### src/tkms_pkg.sv
// ---------------------------------------------------------------------------
// tkms_pkg
// Shared types and constants of the top-K minimum score tracker.
// ---------------------------------------------------------------------------
package tkms_pkg;

  // Retained list geometry
  localparam int ENTRIES  = 5;
  localparam int TAG_BITS = 32;

  // Fixed field widths
  localparam int SCORE_W    = 32;
  localparam int TAG_W      = 32;
  localparam int RANK_IN_W  = 3;
  localparam int STATUS_W   = 2;
  localparam int IN_DATA_W  = 72;  // score, tag, read_rank, zero fill
  localparam int OUT_DATA_W = 72;  // insert_rank, entry fields, zero fill

  // Width of an insertion place, which may equal ENTRIES
  localparam int CNT_W = $clog2(ENTRIES + 1);

  typedef enum logic {
    OP_OFFER = 1'b0,
    OP_READ  = 1'b1
  } op_e;

  typedef enum logic [STATUS_W-1:0] {
    ST_INSERTED  = 2'd0,
    ST_DUPLICATE = 2'd1,
    ST_REJECTED  = 2'd2,
    ST_READ_DONE = 2'd3
  } status_e;

  typedef enum logic {
    S_IDLE,
    S_EXEC
  } state_e;

  // Commands from controller to datapath
  typedef struct packed {
    logic load;  // capture the input word
    logic exec;  // compare, update the list and load the result register
  } cmd_t;

endpackage

### src/tkms_ctrl.sv
// ---------------------------------------------------------------------------
// tkms_ctrl
// Controller: sequences capture and execution of one word at a time and
// owns the result register's valid flag.
// ---------------------------------------------------------------------------
module tkms_ctrl
  import tkms_pkg::*;
(
  input  logic clk_i,
  input  logic rst_ni,
  input  logic in_valid_i,
  input  logic out_ready_i,
  output logic in_ready_o,
  output logic out_valid_o,
  output cmd_t cmd_o
);

  state_e state_q, state_d;
  logic   out_valid_q, out_valid_d;
  logic   out_free;

  // Result register can take a new result this cycle
  assign out_free = !out_valid_q || out_ready_i;

  // Next state
  always_comb begin
    state_d = state_q;
    unique case (state_q)
      S_IDLE: begin
        if (in_valid_i) state_d = S_EXEC;
      end
      S_EXEC: begin
        if (out_free) state_d = S_IDLE;
      end
      default: state_d = S_IDLE;
    endcase
  end

  // Outputs and commands
  always_comb begin
    in_ready_o = 1'b0;
    cmd_o      = '0;
    unique case (state_q)
      S_IDLE: begin
        in_ready_o = 1'b1;
        cmd_o.load = in_valid_i;
      end
      S_EXEC: begin
        cmd_o.exec = out_free;
      end
      default: begin
        in_ready_o = 1'b0;
      end
    endcase
  end

  // Hold the result until taken, refill on execute
  always_comb begin
    out_valid_d = out_valid_q;
    if (cmd_o.exec) begin
      out_valid_d = 1'b1;
    end else if (out_ready_i) begin
      out_valid_d = 1'b0;
    end
  end

  assign out_valid_o = out_valid_q;

  always_ff @(posedge clk_i or negedge rst_ni) begin
    if (!rst_ni) begin
      state_q     <= S_IDLE;
      out_valid_q <= 1'b0;
    end else begin
      state_q     <= state_d;
      out_valid_q <= out_valid_d;
    end
  end

endmodule

### src/tkms_datapath.sv
// ---------------------------------------------------------------------------
// tkms_datapath
// Datapath: input capture, a row of sorted compare cells with an insertion
// shift, the rank read select and the result register.
// ---------------------------------------------------------------------------
module tkms_datapath
  import tkms_pkg::*;
(
  input  logic                  clk_i,
  input  logic                  rst_ni,
  input  cmd_t                  cmd_i,
  input  op_e                   op_i,
  input  logic [SCORE_W-1:0]    score_i,
  input  logic [TAG_W-1:0]      tag_i,
  input  logic [RANK_IN_W-1:0]  read_rank_i,
  output status_e               status_o,
  output logic [RANK_IN_W-1:0]  insert_rank_o,
  output logic                  entry_valid_o,
  output logic [SCORE_W-1:0]    entry_score_o,
  output logic [TAG_W-1:0]      entry_tag_o
);

  // Captured input word
  op_e                 op_q;
  logic [SCORE_W-1:0]  score_q;
  logic [TAG_W-1:0]    tag_q;
  logic [RANK_IN_W-1:0] rank_q;

  always_ff @(posedge clk_i) begin
    if (cmd_i.load) begin
      op_q    <= op_i;
      score_q <= score_i;
      tag_q   <= tag_i;
      rank_q  <= read_rank_i;
    end
  end

  // Retained cells, rank 0 is the best
  logic signed [SCORE_W-1:0] kept_score_q [ENTRIES];
  logic [TAG_BITS-1:0]       kept_tag_q   [ENTRIES];
  logic [ENTRIES-1:0]        kept_valid_q;

  // Value each cell takes when the list shifts down past it
  logic signed [SCORE_W-1:0] shift_score [ENTRIES];
  logic [TAG_BITS-1:0]       shift_tag   [ENTRIES];
  logic [ENTRIES-1:0]        shift_valid;

  logic [ENTRIES-1:0] lt_vec;
  logic [ENTRIES-1:0] eq_vec;
  logic [CNT_W-1:0]   place;
  logic               dup;
  logic               reject;
  logic               do_insert;
  logic [TAG_BITS-1:0] new_tag;

  assign new_tag = TAG_BITS'(tag_q);

  // Per-cell compares against the offered score
  always_comb begin
    for (int i = 0; i < ENTRIES; i++) begin
      lt_vec[i] = kept_valid_q[i] && (kept_score_q[i] < $signed(score_q));
      eq_vec[i] = kept_valid_q[i] && (kept_score_q[i] == $signed(score_q));
    end
  end

  // Valid cells below the offer form a prefix, so its length is the place
  always_comb begin
    place = '0;
    for (int i = 0; i < ENTRIES; i++) begin
      place = place + CNT_W'(lt_vec[i]);
    end
  end

  assign dup       = |eq_vec;
  assign reject    = (place == CNT_W'(ENTRIES));
  assign do_insert = cmd_i.exec && (op_q == OP_OFFER) && !dup && !reject;

  // Cell 0 never shifts; every other cell takes its upper neighbor
  for (genvar g = 0; g < ENTRIES; g++) begin : g_cell
    if (g == 0) begin : g_head
      assign shift_score[g] = $signed(score_q);
      assign shift_tag[g]   = new_tag;
      assign shift_valid[g] = 1'b1;
    end else begin : g_body
      assign shift_score[g] = kept_score_q[g-1];
      assign shift_tag[g]   = kept_tag_q[g-1];
      assign shift_valid[g] = kept_valid_q[g-1];
    end

    // Write the offer at its place, shift the cells behind it
    always_ff @(posedge clk_i) begin
      if (do_insert) begin
        if (CNT_W'(g) == place) begin
          kept_score_q[g] <= $signed(score_q);
          kept_tag_q[g]   <= new_tag;
        end else if (CNT_W'(g) > place) begin
          kept_score_q[g] <= shift_score[g];
          kept_tag_q[g]   <= shift_tag[g];
        end
      end
    end

    always_ff @(posedge clk_i or negedge rst_ni) begin
      if (!rst_ni) begin
        kept_valid_q[g] <= 1'b0;
      end else if (do_insert) begin
        if (CNT_W'(g) == place) begin
          kept_valid_q[g] <= 1'b1;
        end else if (CNT_W'(g) > place) begin
          kept_valid_q[g] <= shift_valid[g];
        end
      end
    end
  end

  // Select the cell at the requested rank; out-of-range ranks read empty
  logic                      rd_valid;
  logic signed [SCORE_W-1:0] rd_score;
  logic [TAG_BITS-1:0]       rd_tag;

  always_comb begin
    rd_valid = 1'b0;
    rd_score = '0;
    rd_tag   = '0;
    for (int i = 0; i < ENTRIES; i++) begin
      if ((int'(rank_q) == i) && kept_valid_q[i]) begin
        rd_valid = 1'b1;
        rd_score = kept_score_q[i];
        rd_tag   = kept_tag_q[i];
      end
    end
  end

  // Result register
  status_e              status_q;
  logic [RANK_IN_W-1:0] insert_rank_q;
  logic                 entry_valid_q;
  logic [SCORE_W-1:0]   entry_score_q;
  logic [TAG_W-1:0]     entry_tag_q;

  always_ff @(posedge clk_i) begin
    if (cmd_i.exec) begin
      insert_rank_q <= '0;
      entry_valid_q <= 1'b0;
      entry_score_q <= '0;
      entry_tag_q   <= '0;
      if (op_q == OP_READ) begin
        status_q      <= ST_READ_DONE;
        entry_valid_q <= rd_valid;
        entry_score_q <= rd_score;
        entry_tag_q   <= TAG_W'(rd_tag);
      end else if (dup) begin
        status_q <= ST_DUPLICATE;
      end else if (reject) begin
        status_q <= ST_REJECTED;
      end else begin
        status_q      <= ST_INSERTED;
        insert_rank_q <= RANK_IN_W'(place);
      end
    end
  end

  assign status_o      = status_q;
  assign insert_rank_o = insert_rank_q;
  assign entry_valid_o = entry_valid_q;
  assign entry_score_o = entry_score_q;
  assign entry_tag_o   = entry_tag_q;

endmodule

### src/top_k_min_score_tracker.sv
// ---------------------------------------------------------------------------
// top_k_min_score_tracker
// Keeps the lowest scores offered so far, sorted best first, with their tags.
// ---------------------------------------------------------------------------
// Each word passes two steps: a capture step, then an execute step in which
// all compare cells test the offered score in parallel and the list
// shifts to insert it (or the requested rank is selected for a read). A
// new word is taken only after the single execute step over the cell row
// has finished for the previous one. A result register separates the
// sides: the next word is captured while the previous result still waits,
// and execution stalls only when that register is still full. An offer
// equal to a held score is dropped as a duplicate; one above the worst
// entry of a full list is rejected. Reads of an empty or out-of-range rank
// return zeros with entry_valid low.
// ---------------------------------------------------------------------------
module top_k_min_score_tracker
  import tkms_pkg::*;
(
  input  logic                  clk_i,
  input  logic                  rst_ni,
  // Offer or read words
  input  logic                  s_axis_tvalid,
  output logic                  s_axis_tready,
  input  logic [IN_DATA_W-1:0]  s_axis_tdata,   // score[31:0], tag[63:32], read_rank[66:64]
  input  logic                  s_axis_tuser,   // operation[0]
  // Result words
  output logic                  m_axis_tvalid,
  input  logic                  m_axis_tready,
  output logic [OUT_DATA_W-1:0] m_axis_tdata,   // insert_rank[2:0], entry_valid[3],
                                                // entry_score[35:4], entry_tag[67:36]
  output logic [STATUS_W-1:0]   m_axis_tuser    // status[1:0]
);

  cmd_t                 cmd;
  status_e              status;
  logic [RANK_IN_W-1:0] insert_rank;
  logic                 entry_valid;
  logic [SCORE_W-1:0]   entry_score;
  logic [TAG_W-1:0]     entry_tag;

  tkms_ctrl u_ctrl (
    .clk_i       (clk_i),
    .rst_ni      (rst_ni),
    .in_valid_i  (s_axis_tvalid),
    .out_ready_i (m_axis_tready),
    .in_ready_o  (s_axis_tready),
    .out_valid_o (m_axis_tvalid),
    .cmd_o       (cmd)
  );

  tkms_datapath u_datapath (
    .clk_i         (clk_i),
    .rst_ni        (rst_ni),
    .cmd_i         (cmd),
    .op_i          (op_e'(s_axis_tuser)),
    .score_i       (s_axis_tdata[SCORE_W-1:0]),
    .tag_i         (s_axis_tdata[SCORE_W+TAG_W-1:SCORE_W]),
    .read_rank_i   (s_axis_tdata[SCORE_W+TAG_W+RANK_IN_W-1:SCORE_W+TAG_W]),
    .status_o      (status),
    .insert_rank_o (insert_rank),
    .entry_valid_o (entry_valid),
    .entry_score_o (entry_score),
    .entry_tag_o   (entry_tag)
  );

  // Pack the result word, zero filled to whole bytes
  assign m_axis_tdata = OUT_DATA_W'({entry_tag, entry_score, entry_valid, insert_rank});
  assign m_axis_tuser = status;

endmodule

### config.mk
export PLATFORM = sky130hd
export DESIGN_NAME = top_k_min_score_tracker
export DESIGN_NICKNAME = d
export VERILOG_FILES = /design/src/tkms_pkg.sv /design/src/tkms_ctrl.sv /design/src/tkms_datapath.sv /design/src/top_k_min_score_tracker.sv
export SDC_FILE = /design/constraint.sdc
export NUM_CORES = 1
export LEC_CHECK = 0
export ABC_AREA = 1
export BUFFER_PORTS_ARGS = -buffer_cell sky130_fd_sc_hd__buf_2
export CAP_MARGIN = 40
export CORE_MARGIN = 3
export CORE_UTILIZATION = 45
export DETAILED_ROUTE_END_ITERATION = 12
export GPL_TIMING_DRIVEN = 0
export HOLD_SLACK_MARGIN = 0.02
export PLACE_DENSITY = 0.73
export REMOVE_ABC_BUFFERS = 1
export SLEW_MARGIN = 20
export SYNTH_ARGS = -nofsm -noshare
export SYNTH_HDL_FRONTEND = slang
export SYNTH_SLANG_ARGS = --single-unit
### constraint.sdc
create_clock -name clk_i -period 13.9 [get_ports clk_i]
set_input_delay 0.695 -clock clk_i [delete_from_list [all_inputs] [get_ports clk_i]]
set_output_delay 0.695 -clock clk_i [all_outputs]
set_load 0.02 [all_outputs]
==> run metrics <==
vias post-DR=~18000; number of buffer cells added on primary ports=~140; relative slew slack=between 40% and 50%; WS Path Type=reg -> reg; Routability Congestion=0.869; Layout fillers=approximately 4500; first-pass GRT wire length=between 90000 and 100000 um; Max Slew Vio Count=0; HPWL after DPL=40300 um; setup slack after layout=8.06 ns; Final Cycle Share=between 40% and 50%; Leak=between 10 and 15 nW; post-cts sizing count=0; Detailed Route WL=between 60000 and 70000 um; die height=approximately 240 um; DRT iter0 DRCs=1967; Max VDD drop=roughly 420 uV; synth top area cells=edfxtp_1 (58%), nand2_1 (11%), ha_1 (8.5%), a21oi_1 (3.1%), o21ai_0 (2.9%); RSZ-0062 raised after global routing=false; Hold WC Path Type=in -> reg; register area share after synthesis=between 50 and 60%; crit-path max cell delay=slightly below 0.6 ns; Initial Util=a little under half; Post-Syn Area per Cell=10.6 um^2; Nets=approximately 2600; CP Cell Sequence=inv_1, ha_1, a21oi_1, nor2_1, nor2_1, nand3_1, a21oi_1, nand3_1, nand2_1, nor2_1, ha_1, fa_1, ha_4, inv_1, fa_1, nand2_1, inv_1, nand4_4, buf_12, nor2_4, buf_12, buf_16; Slowest-stage cell, CP=fa_1; post-route insts no fill=between 3000 and 4000; Final ANT Viol Nets=0; Syn Std Cell Area=23900 um^2; flops & latches, synth=465; vias in the first global route=between 15000 and 20000; min Tclk post-route=around 5.8 ns; Mapped Cells=about 2300; via/cell ratio=5.64; Setup Viol. Count Final=0; Ys Warns=0; I/O pin cnt=~150; most common cell after layout, fill and taps aside=nand2_1; Max Cap Violations=0; worst slew pin tran=about 0.82 ns; Async SR Flop Fraction=under 10%; drt pass-1 iters=7; Layout Skew=0.0208 ns; clk_lat worst skew=~0.60 ns; Multi-input gate area=around 9000 um^2; top cell type's share of synthesized area=between 50% and 60%; area delta synth->final=15.1%; cts bufs inserted=51; fin area=about 27000 um^2; row count=83; DP Area=between 20000 and 30000 um^2; CTS root buf=clkbuf_16; Max FO, Critical Path=25; ANT cells=0; CTS clk-pin slew, worst paths=~0.060 ns; Worst setup SP type=flip-flop; EDFF count, synth=approximately 460; Reg area=~14000 um^2; H-Tree Depth=2; GRT Resource Usage Total=21.3%; CP endpoint kind=flip-flop; Die Wd=236 um; GRT overflow=0; Post-Place Cells=around 3000; post-synth top area cell=edfxtp_1; setup TNS=0 ns; most frequent cells in the layout=nand2_1 (677), edfxtp_1 (458), ha_1 (161); CP arrival=between 6 and 7 ns; layout cells sized above 1=approximately 14%; achievable frequency=0.171 GHz; Die ar.=between 50000 and 60000 um^2; Clock Sinks=approximately 470; DRC viols=0; pre-CTS setup slack=8.10 ns; critical path buffer and inverter count=6; Post-synth top flop=edfxtp_1; initial antenna violation count=1; Clock Path Buffers=3; final hold vios=0; Yosys cell types=36; CTS tree=built; largest net degree at the start of global routing=50; pwr dens=approximately 260 nW/um^2; status=finished clean; Tot Pwr=approximately 0.0071 W; Worst EP required=14.20 ns; core box area=between 50000 and 60000 um^2; Top Family by Delay on Critical Path=adder cells; detailed-route wire length per cell=about 20 um
==> synthesized netlist by cell type (2+ instances only) <==
master	n
nand2_2	5
inv_1	111
nand2_1	677
nand3_1	83
o21bai_1	64
nor3_1	6
inv_2	3
o21a_1	2
a21boi_0	2
fa_1	2
nor2_1	87
a221oi_1	38
o31ai_1	2
o21ai_2	60
clkbuf_1	62
edfxtp_1	458
nand4_1	26
o21ai_0	139
buf_6	39
ha_1	162
dfrtp_1	7
buf_1	6
o21ai_1	49
buf_4	7
a21oi_1	146
nor2_4	4
o211ai_1	3
buf_2	3
==> cell type report <==
type / count / share of cell area (%)
clock buffers: 67 / 5.01
clock inverters: 26 / 0.952
inverters: 114 / 1.61
multi-input cells: 1567 / 32.1
flip-flops and latches: 465 / 50.7
well taps: 680 / 3.10
repair buffers: 191 / 6.54
==> cell families after synthesis <==
family / share of synthesized area (%)
buffers and inverters: 5.00
AO/OA/AOI/OAI: 13.0
adder cells (fa/ha/maj): 8.65
AND/OR/NAND/NOR: 15.0
other: 0.0157
flip-flops: 58.3
==> worst paths after layout <==
kind,from,endpoint,slack [ns],cells after the start
max,u_datapath.score_q[21]$_DFFE_PP_,u_datapath.kept_tag_q[0][31]$_DFFE_PP_,8.06,22
min,s_axis_tdata[32],u_datapath.new_tag[0]$_DFFE_PP_,0.26,1
max reg2reg,u_datapath.score_q[21]$_DFFE_PP_,u_datapath.kept_tag_q[0][31]$_DFFE_PP_,8.06,22
min reg2reg,u_datapath.new_tag[26]$_DFFE_PP_,u_datapath.kept_tag_q[0][26]$_DFFE_PP_,0.44,0
max in group asynchronous,rst_ni,u_ctrl.state_q$_DFF_PN0_,13.23,2
min in group asynchronous,rst_ni,u_datapath.kept_valid_q[1]$_DFFE_PN0P_,0.48,2
==> what timing repair did <==
action | in CTS | in global routing
setup buffers | 0 | 0
endpoints found under the hold margin | 7 | 0
hold buffers | 1 | 0
==> sequential cells by signal, summed over array words and instances, names as in the netlist, 2 cells and up <==
signal	flops
u_datapath.kept_score_q	160
u_datapath.kept_valid_q	5
u_datapath.status_o	2
u_datapath.insert_rank_o	3
u_datapath.rank_q	3
u_datapath.new_tag	32
u_datapath.kept_tag_q	160
u_datapath.entry_score_o	32
u_datapath.entry_tag_o	32
u_datapath.score_q	32
==> stage by stage <==
stage                     util [%]  hold WS (ns)
after floorplan                  -         0.399
after global placement        47.6         0.431
after detailed placement      49.8         0.432
after CTS                     52.9         0.229
after global routing          52.9         0.245
final                         52.9         0.265
==> metal layers <==
| metal | wire, um | GRT usage [%] | vias up |
|---|---|---|---|
| met1 | 24900 | 27.9 | 8424 |
| met2 | 29200 | 36.0 | 704 |
| met4 | 1820 | 7.35 | 2 |
| li1 | - | - | 8282 |
| met5 | 11 | 0 | - |
| met3 | 4550 | 3.50 | 125 |
==> where the power goes <==
part | internal (W) | switching, W
logic | 0.000975 | 0.00213
clock network | 0.000788 | 0.000558
registers | 0.00232 | 0.000279
total | 0.00408 | 0.00297
Note: power is estimated with default switching activity, not from simulation.
